**src/rtl/sbp_pkg.sv**
```systemverilog
// Shared types and constants for the six-button pad scan reader.
`default_nettype none

package sbp_pkg;

    localparam int unsigned PAD_LINES   = 6;
    localparam int unsigned NUM_BUTTONS = 12;
    localparam int unsigned BTN_W       = 4;
    localparam int unsigned WAIT_W      = 16;
    localparam int unsigned PHASE_W     = 3;

    localparam logic [WAIT_W-1:0] SCAN_WAIT_RESET = 16'd20;

    // Scan phases that act on the pad lines, and the final phase of a scan
    localparam logic [PHASE_W-1:0] PH_START_A = 3'd2;
    localparam logic [PHASE_W-1:0] PH_DIR_BC  = 3'd3;
    localparam logic [PHASE_W-1:0] PH_DETECT  = 3'd4;
    localparam logic [PHASE_W-1:0] PH_XYZ     = 3'd5;
    localparam logic [PHASE_W-1:0] PH_LAST    = 3'd7;

    // Button indexes at the head of the A and Z groups
    localparam int unsigned BTN_A = 6;
    localparam int unsigned BTN_Z = 8;

    // Scan state: idle wait or running phases
    typedef enum logic [1:0] {
        ST_IDLE = 2'b01,
        ST_SCAN = 2'b10
    } scan_state_t;

    // Outcome of one sample tick, handed from the scan core to the event queue
    typedef struct packed {
        logic                   select_level;
        logic                   six_seen;
        logic [NUM_BUTTONS-1:0] pressed;
        logic [NUM_BUTTONS-1:0] changed;
    } scan_result_t;

endpackage

`default_nettype wire

```
**src/rtl/sbp_scan_core.sv**
```systemverilog
// Scan sequencer: wait counter, phase, pressed bits and the per-tick step logic.
`default_nettype none

module sbp_scan_core (
    input  wire logic                                 aclk,
    input  wire logic                                 aresetn,
    input  wire logic                                 cfg_valid,
    input  wire logic [sbp_pkg::WAIT_W-1:0]           cfg_data,
    input  wire logic                                 step_en,
    input  wire logic [sbp_pkg::PAD_LINES-1:0]        pad_lines,
    output sbp_pkg::scan_result_t                     result
);

    sbp_pkg::scan_state_t                   state_reg, state_next;
    logic [sbp_pkg::WAIT_W-1:0]             scan_wait_reg;
    logic [sbp_pkg::WAIT_W-1:0]             wait_count_reg, wait_count_next;
    logic [sbp_pkg::PHASE_W-1:0]            phase_reg, phase_next;
    logic [sbp_pkg::NUM_BUTTONS-1:0]        pressed_reg, pressed_next;
    logic                                   six_reg, six_next;
    logic                                   sel;
    logic [sbp_pkg::PAD_LINES-1:0]          low;

    // Pad lines are active low
    assign low = ~pad_lines;

    // Step logic for one sample tick
    always_comb begin
        state_next      = state_reg;
        wait_count_next = wait_count_reg;
        phase_next      = phase_reg;
        pressed_next    = pressed_reg;
        six_next        = six_reg;
        sel             = 1'b1;
        case (state_reg)
            sbp_pkg::ST_IDLE: begin
                if (wait_count_reg >= scan_wait_reg) begin
                    state_next      = sbp_pkg::ST_SCAN;
                    phase_next      = '0;
                    wait_count_next = '0;
                    sel             = 1'b0;
                end else begin
                    wait_count_next = wait_count_reg + sbp_pkg::WAIT_W'(1);
                    sel             = 1'b1;
                end
            end
            sbp_pkg::ST_SCAN: begin
                case (phase_reg)
                    sbp_pkg::PH_START_A: begin
                        if (low[2] && low[3]) begin
                            pressed_next[sbp_pkg::BTN_A+1:sbp_pkg::BTN_A] = low[5:4];
                        end
                    end
                    sbp_pkg::PH_DIR_BC: begin
                        pressed_next[5:0] = low[5:0];
                    end
                    sbp_pkg::PH_DETECT: begin
                        six_next = low[0] & low[1];
                    end
                    sbp_pkg::PH_XYZ: begin
                        if (six_reg) begin
                            pressed_next[sbp_pkg::BTN_Z+3:sbp_pkg::BTN_Z] = low[3:0];
                        end
                    end
                    default: begin
                    end
                endcase
                if (phase_reg == sbp_pkg::PH_LAST) begin
                    state_next      = sbp_pkg::ST_IDLE;
                    phase_next      = '0;
                    wait_count_next = '0;
                    sel             = 1'b1;
                end else begin
                    phase_next = phase_reg + sbp_pkg::PHASE_W'(1);
                    sel        = phase_next[0];
                end
            end
            default: begin
                state_next = sbp_pkg::ST_IDLE;
            end
        endcase
    end

    // Hand the tick outcome to the event queue
    always_comb begin
        result.select_level = sel;
        result.six_seen     = six_next;
        result.pressed      = pressed_next;
        result.changed      = pressed_next ^ pressed_reg;
    end

    // Hold the scan state, advance on each accepted item
    always_ff @(posedge aclk) begin
        if (!aresetn) begin
            state_reg      <= sbp_pkg::ST_IDLE;
            scan_wait_reg  <= sbp_pkg::SCAN_WAIT_RESET;
            wait_count_reg <= '0;
            phase_reg      <= '0;
            pressed_reg    <= '0;
            six_reg        <= 1'b0;
        end else begin
            if (cfg_valid) begin
                scan_wait_reg <= cfg_data;
            end
            if (step_en) begin
                state_reg      <= state_next;
                wait_count_reg <= wait_count_next;
                phase_reg      <= phase_next;
                pressed_reg    <= pressed_next;
                six_reg        <= six_next;
            end
        end
    end

endmodule

`default_nettype wire

```
**src/rtl/sbp_event_queue.sv**
```systemverilog
// Result register that emits one change event per cycle unless stalled, lowest button first.
`default_nettype none

module sbp_event_queue (
    input  wire logic                               aclk,
    input  wire logic                               aresetn,
    input  wire logic                               load,
    input  wire sbp_pkg::scan_result_t              result,
    output logic                                    free,
    output logic                                    m_valid,
    input  wire logic                               m_ready,
    output logic                                    m_select_level,
    output logic                                    m_has_event,
    output logic [sbp_pkg::BTN_W-1:0]               m_button,
    output logic                                    m_pressed,
    output logic                                    m_six_button_seen,
    output logic                                    m_last
);

    logic                               valid_reg;
    logic                               sel_reg;
    logic                               six_reg;
    logic [sbp_pkg::NUM_BUTTONS-1:0]    pressed_reg;
    logic [sbp_pkg::NUM_BUTTONS-1:0]    changed_reg;
    logic [sbp_pkg::NUM_BUTTONS-1:0]    rest;
    logic [sbp_pkg::BTN_W-1:0]          btn;

    // Pick the lowest pending change
    always_comb begin
        btn = '0;
        for (int i = sbp_pkg::NUM_BUTTONS - 1; i >= 0; i--) begin
            if (changed_reg[i]) begin
                btn = sbp_pkg::BTN_W'(i);
            end
        end
    end

    assign rest = changed_reg & ~(sbp_pkg::NUM_BUTTONS'(1) << btn);

    assign m_valid           = valid_reg;
    assign m_select_level    = sel_reg;
    assign m_six_button_seen = six_reg;
    assign m_has_event       = |changed_reg;
    assign m_button          = btn;
    assign m_pressed         = (|changed_reg) & pressed_reg[btn];
    assign m_last            = ~|rest;

    // Take a new item when empty or when the final result leaves now
    assign free = !valid_reg || (m_ready && m_last);

    // Valid flag
    always_ff @(posedge aclk) begin
        if (!aresetn) begin
            valid_reg <= 1'b0;
        end else if (load) begin
            valid_reg <= 1'b1;
        end else if (m_ready && m_last) begin
            valid_reg <= 1'b0;
        end
    end

    // Load the payload, drop each event as it is taken
    always_ff @(posedge aclk) begin
        if (load) begin
            sel_reg     <= result.select_level;
            six_reg     <= result.six_seen;
            pressed_reg <= result.pressed;
            changed_reg <= result.changed;
        end else if (valid_reg && m_ready) begin
            changed_reg <= rest;
        end
    end

endmodule

`default_nettype wire

```
**src/rtl/six_button_pad_scan_reader_unit.sv**
```systemverilog
// Top level of the six-button pad scan reader.
//
// Usage: each item on the s_ channel is one sample tick carrying the six
// pad lines, sampled under the select level given by the previous result.
// Each item yields one or more results on the m_ channel: one per button
// whose state changed, in button index order, or a single result with
// m_has_event low when nothing changed. m_last marks the final result of
// an item. The cfg_ channel writes the idle wait in ticks; it is always
// ready, and the user must see that it is written only while the block
// is idle; the block itself does not enforce this. The first result of
// an item is valid the cycle after it is accepted. An item with n changes
// yields max(n,1) results (one to six). While m_ready is high, results
// leave one per cycle and the next item is accepted in the same cycle its
// predecessor's final result is taken; changeless items flow one per cycle.
// Reset: the block comes up idle with the wait count at zero, all buttons
// released, six-button flag clear and the wait set to 20 ticks.
// Stall: while m_ready is low a pending result holds and s_ready stays low.
`default_nettype none

module six_button_pad_scan_reader_unit (
    input  wire logic                               aclk,
    input  wire logic                               aresetn,
    input  wire logic                               cfg_valid,
    output logic                                    cfg_ready,
    input  wire logic [sbp_pkg::WAIT_W-1:0]         cfg_data,
    input  wire logic                               s_valid,
    output logic                                    s_ready,
    input  wire logic [sbp_pkg::PAD_LINES-1:0]      s_pad_lines,
    output logic                                    m_valid,
    input  wire logic                               m_ready,
    output logic                                    m_select_level,
    output logic                                    m_has_event,
    output logic [sbp_pkg::BTN_W-1:0]               m_button,
    output logic                                    m_pressed,
    output logic                                    m_six_button_seen,
    output logic                                    m_last
);

    sbp_pkg::scan_result_t  step_result;
    logic                   queue_free;
    logic                   accept;

    assign cfg_ready = 1'b1;
    assign s_ready   = queue_free;
    assign accept    = s_valid && queue_free;

    sbp_scan_core u_core (
        .aclk      (aclk),
        .aresetn   (aresetn),
        .cfg_valid (cfg_valid),
        .cfg_data  (cfg_data),
        .step_en   (accept),
        .pad_lines (s_pad_lines),
        .result    (step_result)
    );

    sbp_event_queue u_queue (
        .aclk              (aclk),
        .aresetn           (aresetn),
        .load              (accept),
        .result            (step_result),
        .free              (queue_free),
        .m_valid           (m_valid),
        .m_ready           (m_ready),
        .m_select_level    (m_select_level),
        .m_has_event       (m_has_event),
        .m_button          (m_button),
        .m_pressed         (m_pressed),
        .m_six_button_seen (m_six_button_seen),
        .m_last            (m_last)
    );

    // A result without an event is always the only one of its item
    a_no_event_last: assert property (@(posedge aclk) disable iff (!aresetn)
        m_valid && !m_has_event |-> m_last && m_button == '0 && !m_pressed)
        else $error("empty result not final or not cleared");

    // An empty result register always takes input
    a_empty_ready: assert property (@(posedge aclk) disable iff (!aresetn)
        !m_valid |-> s_ready)
        else $error("input stalled with empty result register");

    // Taking a non-final result leaves more results of the same item
    a_more_follow: assert property (@(posedge aclk) disable iff (!aresetn)
        m_valid && m_ready && !m_last |=> m_valid && m_has_event)
        else $error("events lost after non-final result");

    // Input is never taken while a non-final result is pending
    a_hold_input: assert property (@(posedge aclk) disable iff (!aresetn)
        m_valid && !m_last |-> !s_ready)
        else $error("input accepted mid-item");

endmodule

`default_nettype wire
```
**config.mk**
```make
export PLATFORM = sky130hd
export DESIGN_NAME = six_button_pad_scan_reader_unit
export DESIGN_NICKNAME = d
export VERILOG_FILES = /design/src/rtl/sbp_pkg.sv /design/src/rtl/sbp_scan_core.sv /design/src/rtl/sbp_event_queue.sv /design/src/rtl/six_button_pad_scan_reader_unit.sv
export SDC_FILE = /design/constraint.sdc
export NUM_CORES = 1
export LEC_CHECK = 0
export ABC_CLOCK_PERIOD_IN_PS = 3100
export BUFFER_PORTS_ARGS = -buffer_cell sky130_fd_sc_hd__buf_2
export CAP_MARGIN = 20
export CORE_UTILIZATION = 35
export CTS_CLUSTER_SIZE = 40
export DETAILED_ROUTE_END_ITERATION = 8
export GPL_TIMING_DRIVEN = 0
export PLACE_DENSITY = 0.57
export REMOVE_ABC_BUFFERS = 1
export SLEW_MARGIN = 20
export SYNTH_ARGS = -nofsm -noshare
export SYNTH_HDL_FRONTEND = slang
export SYNTH_SLANG_ARGS = --single-unit
```
**constraint.sdc**
```tcl
create_clock -name aclk -period 3.1 [get_ports aclk]
set_clock_uncertainty 0.15 [all_clocks]
set_input_delay 0.465 -clock aclk [delete_from_list [all_inputs] [get_ports aclk]]
set_output_delay 0.465 -clock aclk [all_outputs]
set_load 0.005 [all_outputs]
```
### Word-level counts from Yosys, hierarchy flattened

Cells that the tools add are included.
Widths: inputs -> output; s select.

| operators by class | value |
|---|---|
| add/sub/neg operators | 2 |
| $lt $le $gt $ge | 2 |
| equality and inequality tests | 9 |
| shift operators | 1 |
| muxes and demuxes | 38 |
| bitwise gates (word level) | 6 |
| reduce and logical (&&, ||, !) cells | 15 |

Operators with widths:

| kind | count |
|---|---|
| $mux 4 | 14 |
| $mux 12 | 3 |
| $mux 16 | 2 |
| $pmux 16 s2 | 1 |
| $reduce_or 12->1 | 2 |
| $add 16x1->16 const B | 1 |
| $ge 16x16->1 | 1 |
| $and 12x12->12 | 1 |
| $not 12->12 | 1 |
| $shl 1x4->12 const A | 1 |
| $xor 12x12->12 | 1 |
| $eq 3x3->1 const B | 3 |
| $reduce_and 3->1 | 3 |
| $mux 2 | 4 |
| $mux 1 | 7 |
| $eq 3x2->1 const B | 2 |
| $mux 3 | 2 |
| $mux 6 | 1 |
| $not 6->6 | 1 |
| $pmux 3 s2 | 1 |
| $reduce_bool 2->1 | 3 |
| $lt 4x5->1 const B | 1 |
| $bmux 1 s4 | 1 |
| $logic_and 1x1->1 | 4 |
| other kinds (9) | 12 |

| storage, ports and cells | value |
|---|---|
| bits in registers | 77 |
| bits of input ports | 27 |
| output and inout bits | 12 |
| word-level logic and storage cells | 84 |

### Longest topological paths before layout

| depth | value |
|---|---|
| depth after elaboration | 21 |
| mapped depth | 11 |
| gate-level depth less buffers | 9 |

### Hierarchy

A second synthesis with hierarchy kept.

| second synthesis, totals | value |
|---|---|
| cell total of the unflattened synthesis | 493 |
| area total of the unflattened synthesis | 4616.9 µm² |

By module, submodules not included:

| module | instances | cells each | area an instance (µm²) | seq. area each (µm²) |
|---|---|---|---|---|
| sbp_scan_core | 1 | 349 | 3125.5 | 1001.0 |
| sbp_event_queue | 1 | 141 | 1473.9 | 800.8 |
| six_button_pad_scan_reader_unit | 1 | 3 | 17.5 | 0.0 |

### Worst setup path after synthesis

No wires, ideal clock.

| timing | value |
|---|---|
| path type | register to register |
| start point | register u_queue.changed_reg[3] in the netlist's numbering |
| end point | register u_queue.changed_reg[11] in the netlist's numbering (data pin) |
| setup time | 0.275 ns |
| data arrival time | 2.407 ns |
| required time | 2.675 ns |
| path slack | 0.268 ns |
| cell stages (with the launch flop) | 11 |
| path buffers | 3 |
| period minus slack after synthesis | 2.832 ns |
| path through | edfxtp_1 > buf_6 > or4_4 > buf_6 > o22ai_1 > and2_1 > o2111a_2 > o21ai_2 > clkbuf_1 > inv_1 > o21ai_0 |

| on the way | value |
|---|---|
| cells in the longest elaborated chain, start to end | 13 |
| elaborated cells on any way between the ends | 14 |
| those cells by class | shift (1); mux (6); bitwise (2); reduce/logical (5) |

RTL lines:

| element | line | RTL |
|---|---|---|
| from (decl) | sbp_event_queue.sv:24 | `logic [sbp_pkg::NUM_BUTTONS-1:0] changed_reg;` |
| from (signal assigned) | sbp_event_queue.sv:68 | `changed_reg <= result.changed;` |
| from (signal assigned) | sbp_event_queue.sv:70 | `changed_reg <= rest;` |
| $mux 4 (4 in a row) | sbp_event_queue.sv:32 | `if (changed_reg[i]) begin` |
| $shl 1x4->12 | sbp_event_queue.sv:38 | `assign rest = changed_reg & ~(sbp_pkg::NUM_BUTTONS'(1) << btn);` |
| $not 12->12 | sbp_event_queue.sv:38 |  |
| $and 12x12->12 * | sbp_event_queue.sv:38 |  |
| $reduce_or 12->1 * | sbp_event_queue.sv:46 | `assign m_last = ~\|rest;` |
| $logic_not 1->1 * | sbp_event_queue.sv:46 |  |
| $logic_and 1x1->1 * | sbp_event_queue.sv:49 | `assign free = !valid_reg \|\| (m_ready && m_last);` |
| $logic_or 1x1->1 * | sbp_event_queue.sv:49 |  |
| $logic_and 1x1->1 * | six_button_pad_scan_reader_unit.sv:45 | `assign accept = s_valid && queue_free;` |
| named net accept | six_button_pad_scan_reader_unit.sv:41 | `logic accept;` |
| $mux 12 * | sbp_event_queue.sv:64 | `if (load) begin` |

Mark *: on every way through the listed nets, which the timed path passes. The rest lies on a longest branch. The select of a mux whose other input is x is not followed.
A chain may end at the register's enable or synchronous reset.

### Worst setup path in the final report

| timing | value |
|---|---|
| start point | register u_queue.changed_reg[3] in the netlist's numbering |
| end point | output port s_ready |

| on the way | value |
|---|---|
| cells in the longest elaborated chain, start to end | 11 |

RTL lines:

| element | line | RTL |
|---|---|---|
| $mux 4 (4 in a row) | sbp_event_queue.sv:32 |  |
| $shl 1x4->12 | sbp_event_queue.sv:38 |  |
| $not 12->12 | sbp_event_queue.sv:38 |  |
| $and 12x12->12 * | sbp_event_queue.sv:38 |  |
| $reduce_or 12->1 * | sbp_event_queue.sv:46 |  |
| $logic_not 1->1 * | sbp_event_queue.sv:46 |  |
| $logic_and 1x1->1 * | sbp_event_queue.sv:49 |  |
| $logic_or 1x1->1 * | sbp_event_queue.sv:49 |  |
| to (decl) | six_button_pad_scan_reader_unit.sv:27 | `output logic s_ready,` |

Mark *: on every way between the ends. The rest lies on a longest branch, timed or not.

==> impl_metrics.tcl <==
set metrics [dict create \
    status "complete, no violations" \
    die-area_mm2 0.01312 \
    hold_path.class "in2reg" \
    power_frac_comb 0.131 \
    p_sw_w 0.0006406 \
    maxSlewViolCount 0 \
    synth_edf_count 26 \
    cts_tree "yes" \
    drc 0 \
    synth.ff_latch_count 77 \
    hold_viol 0 \
    wl_per_cell_um 13.73 \
    ys_warn_count 0 \
    cp-start-kind "flip-flop" \
    cp_max_fo 6 \
    cts_buffers 9 \
    crit_required_ns 2.48 \
    crit_type "reg2out" \
    worst_pin_slew_ns 0.7601 \
    synth_flop_cell "dfxtp_1" \
    swShare 0.2454 \
    synth.area.top_cells "dfxtp_1 (23%), edfxtp_1 (18%), ha_1 (7.1%)" \
    p_int_w 0.001970 \
    fmax_mhz 327.6 \
    netlist_instances 506 \
    grt_pass1_vias 3419 \
    postCtsHoldBufs 0 \
    drt-vias-per-instance 5.067 \
    ys_types 60 \
    drive_above_1_share 0.1727 \
    area.growth.synth_to_final_pct 19.98 \
    io_pins 39 \
    yosysSeqAreaShare 0.4064 \
    die_w_um 114.5 \
    clockRootBuffer "clkbuf_16" \
    slew_headroom 0.4932 \
    antenna_found_initial 0 \
    min_period_over_period 0.9848 \
    utilization 0.4373 \
    gr-total-overflow 0 \
    via_count 3638 \
    portBuffers 37 \
    h-tree-depth 3 \
    cts_max_path_buffers 2 \
    diodes 0 \
    rsz0062_at_grt "true" \
    rows 40 \
    detail-route-antenna-nets 0 \
    drtPass1Iterations 4 \
    fin_crit_ns 3.053 \
    pwr-share-seq 0.432 \
    end_kind "primary output" \
    core_area_mm2 0.01216 \
    synthArstFlopShare 0 \
    cts.clk_slew.worst_paths_ns 0.06 \
    synth_top_cell_by_area "dfxtp_1" \
    ir_worst_vdd_v 0.0002906 \
    clock_sink_count 77 \
    clk_latency_ns 0.33 \
    grt_pass1_wl_um 16270 \
    grt_use_total 0.1551 \
    clkPwrFrac 0.437 \
    routabilityCongestion 0.8420 \
    arrival_ns 2.44 \
    synth_area_mm2 0.004433 \
    nNetsFinal 597 \
    wirelength_um 9855 \
    final-setup-viol-count 0 \
    initial_core_util 0.3645 \
    grt_max_degree 84 \
    timing.setup.tns_ns 0 \
    placed_cell_area_mm2 0.004746 \
    maxCapViolations 0 \
    dpl.hpwl_um 6689 \
    dieHeight_um 114.5 \
    yosysTopAreaCellShare 0.2303 \
    drt_iter0_drc 141 \
    fin_area_mm2 0.005319 \
    p_leak_nw 2.091 \
    p_per_area_mw_per_mm2 490.8 \
    avgSynthCellArea_um2 8.761 \
]
## per-stage QoR
step / total power (W) / std cells / hold WS [ns] / setup WS (ns)
final: 0.002610 / 718 / 0.2059 / 0.04722
after global routing: 0.002729 / 718 / 0.2080 / -0.07859
after CTS: 0.002589 / 701 / 0.1977 / 0.01694
after detailed placement: 0.001428 / 682 / 0.3378 / -0.4886
after global placement: 0.001412 / 680 / 0.3265 / -1.028
after floorplan: 0.001311 / 475 / 0.3093 / -0.02313
## cell usage after synthesis (all sizes together) (2+ instances only)
library cell   n
buf            7
o31ai         10
clkbuf        24
a211oi         4
and3           3
a31oi          2
o22ai         11
nand3b         9
o32ai          4
dfxtp         51
nor2          18
mux2i         21
nand3         34
ha            25
nand4          2
nand2         64
nor2b         17
edfxtp        26
mux2           2
xnor2          2
maj3           2
a21oi         25
o21ai         36
or2            2
a21o           2
nor4           5
inv           36
o211ai         9
nor3           9
a221o          2
or3            5
xor2          10
or3b           2
nand2b         6
o211a          2
## layout make-up
cell class,count,area (µm²)
fillers,1184,6843
clock inverters,5,82.58
clock buffers,11,242.7
multi-input cells,363,2449
inverters,36,138.9
flip-flops and latches,77,1802
repair buffers,58,394.1
well taps,168,210.2
## per-layer routing
layer | vias up | global-route usage | share of wire
met5 | - | 0 | 0
met3 | 16 | 0.02753 | 0.034
met4 | 0 | 0.05368 | 0.024
met2 | 73 | 0.2590 | 0.48
met1 | 1663 | 0.2015 | 0.47
li1 | 1886 | - | -
## worst paths after layout
check,start,end,slack (ns),cells past startpoint
max,u_queue.changed_reg[3]$_DFFE_PP_,s_ready,0.05,7
min reg2reg,u_core.scan_wait_reg[2]$_SDFFE_PN1P_,u_core.scan_wait_reg[2]$_SDFFE_PN1P_,0.34,2
min,cfg_data[4],u_core.scan_wait_reg[4]$_SDFFE_PN1P_,0.21,3
max reg2reg,u_queue.changed_reg[3]$_DFFE_PP_,u_queue.changed_reg[11]$_DFFE_PP_,0.15,8
## repair_timing
| item | in CTS | in global routing |
|---|---|---|
| setup buffers | 3 | 16 |
| gates cloned | 0 | 1 |
| endpoints found under the setup margin | 38 | 25 |
| pin swaps | 1 | 3 |
| gates resized for setup | 6 | 7 |
## placed cells by master, fill, tap and decap left out, types with 3 or more instances in the layout
cell and count:
buf_4 18, edfxtp_1 26, dfxtp_1 51, nand3b_1 9
ha_1 25, nand2b_1 5, o211ai_1 8, nor3_1 8
nor2_1 17, xor2_1 10, or3_1 5, nand3_1 34
o32ai_1 4, clkbuf_16 9, mux2i_1 21, o21ai_0 34
o22ai_1 11, o31ai_1 9, nand2_1 63, nor4_1 3
buf_2 36, a211oi_1 3, and3_1 3, a21oi_1 25
nor2b_1 17, inv_1 35
## kinds of logic (layout without fill, tap and decap cells)
kind of cell    Yosys count  after routing  share of synthesized area
fa+ha+maj                27             27                    0.07508
buf+inv                  67            110                    0.06125
simple gates            181            181                     0.2086
other cells               1              1                  0.0008459
compound gates          118            119                     0.1716
flops                    77             77                     0.4064
xor+xnor                 12             12                    0.02371
mux                      23             23                    0.05250
## power groups by stage
stage          registers [W]  clock network, W  logic, W
2_1_floorplan        0.00114                 0  0.000172
3_3_place_gp         0.00115                 0  0.000263
3_5_place_dp         0.00115                 0  0.000277
4_1_cts              0.00113           0.00116  0.000296
5_1_grt              0.00113           0.00121  0.000383
6_report             0.00113           0.00114  0.000343
## critical path, cell delays in order, from the launching register on
cell,delay [ns]
edfxtp_1,0.47
or4_4,0.62
o22ai_1,0.18
and2_1,0.20
o2111a_2,0.35
nor2_1,0.11
inv_1,0.06
buf_2,0.10
(Power assumes the default switching activity.)
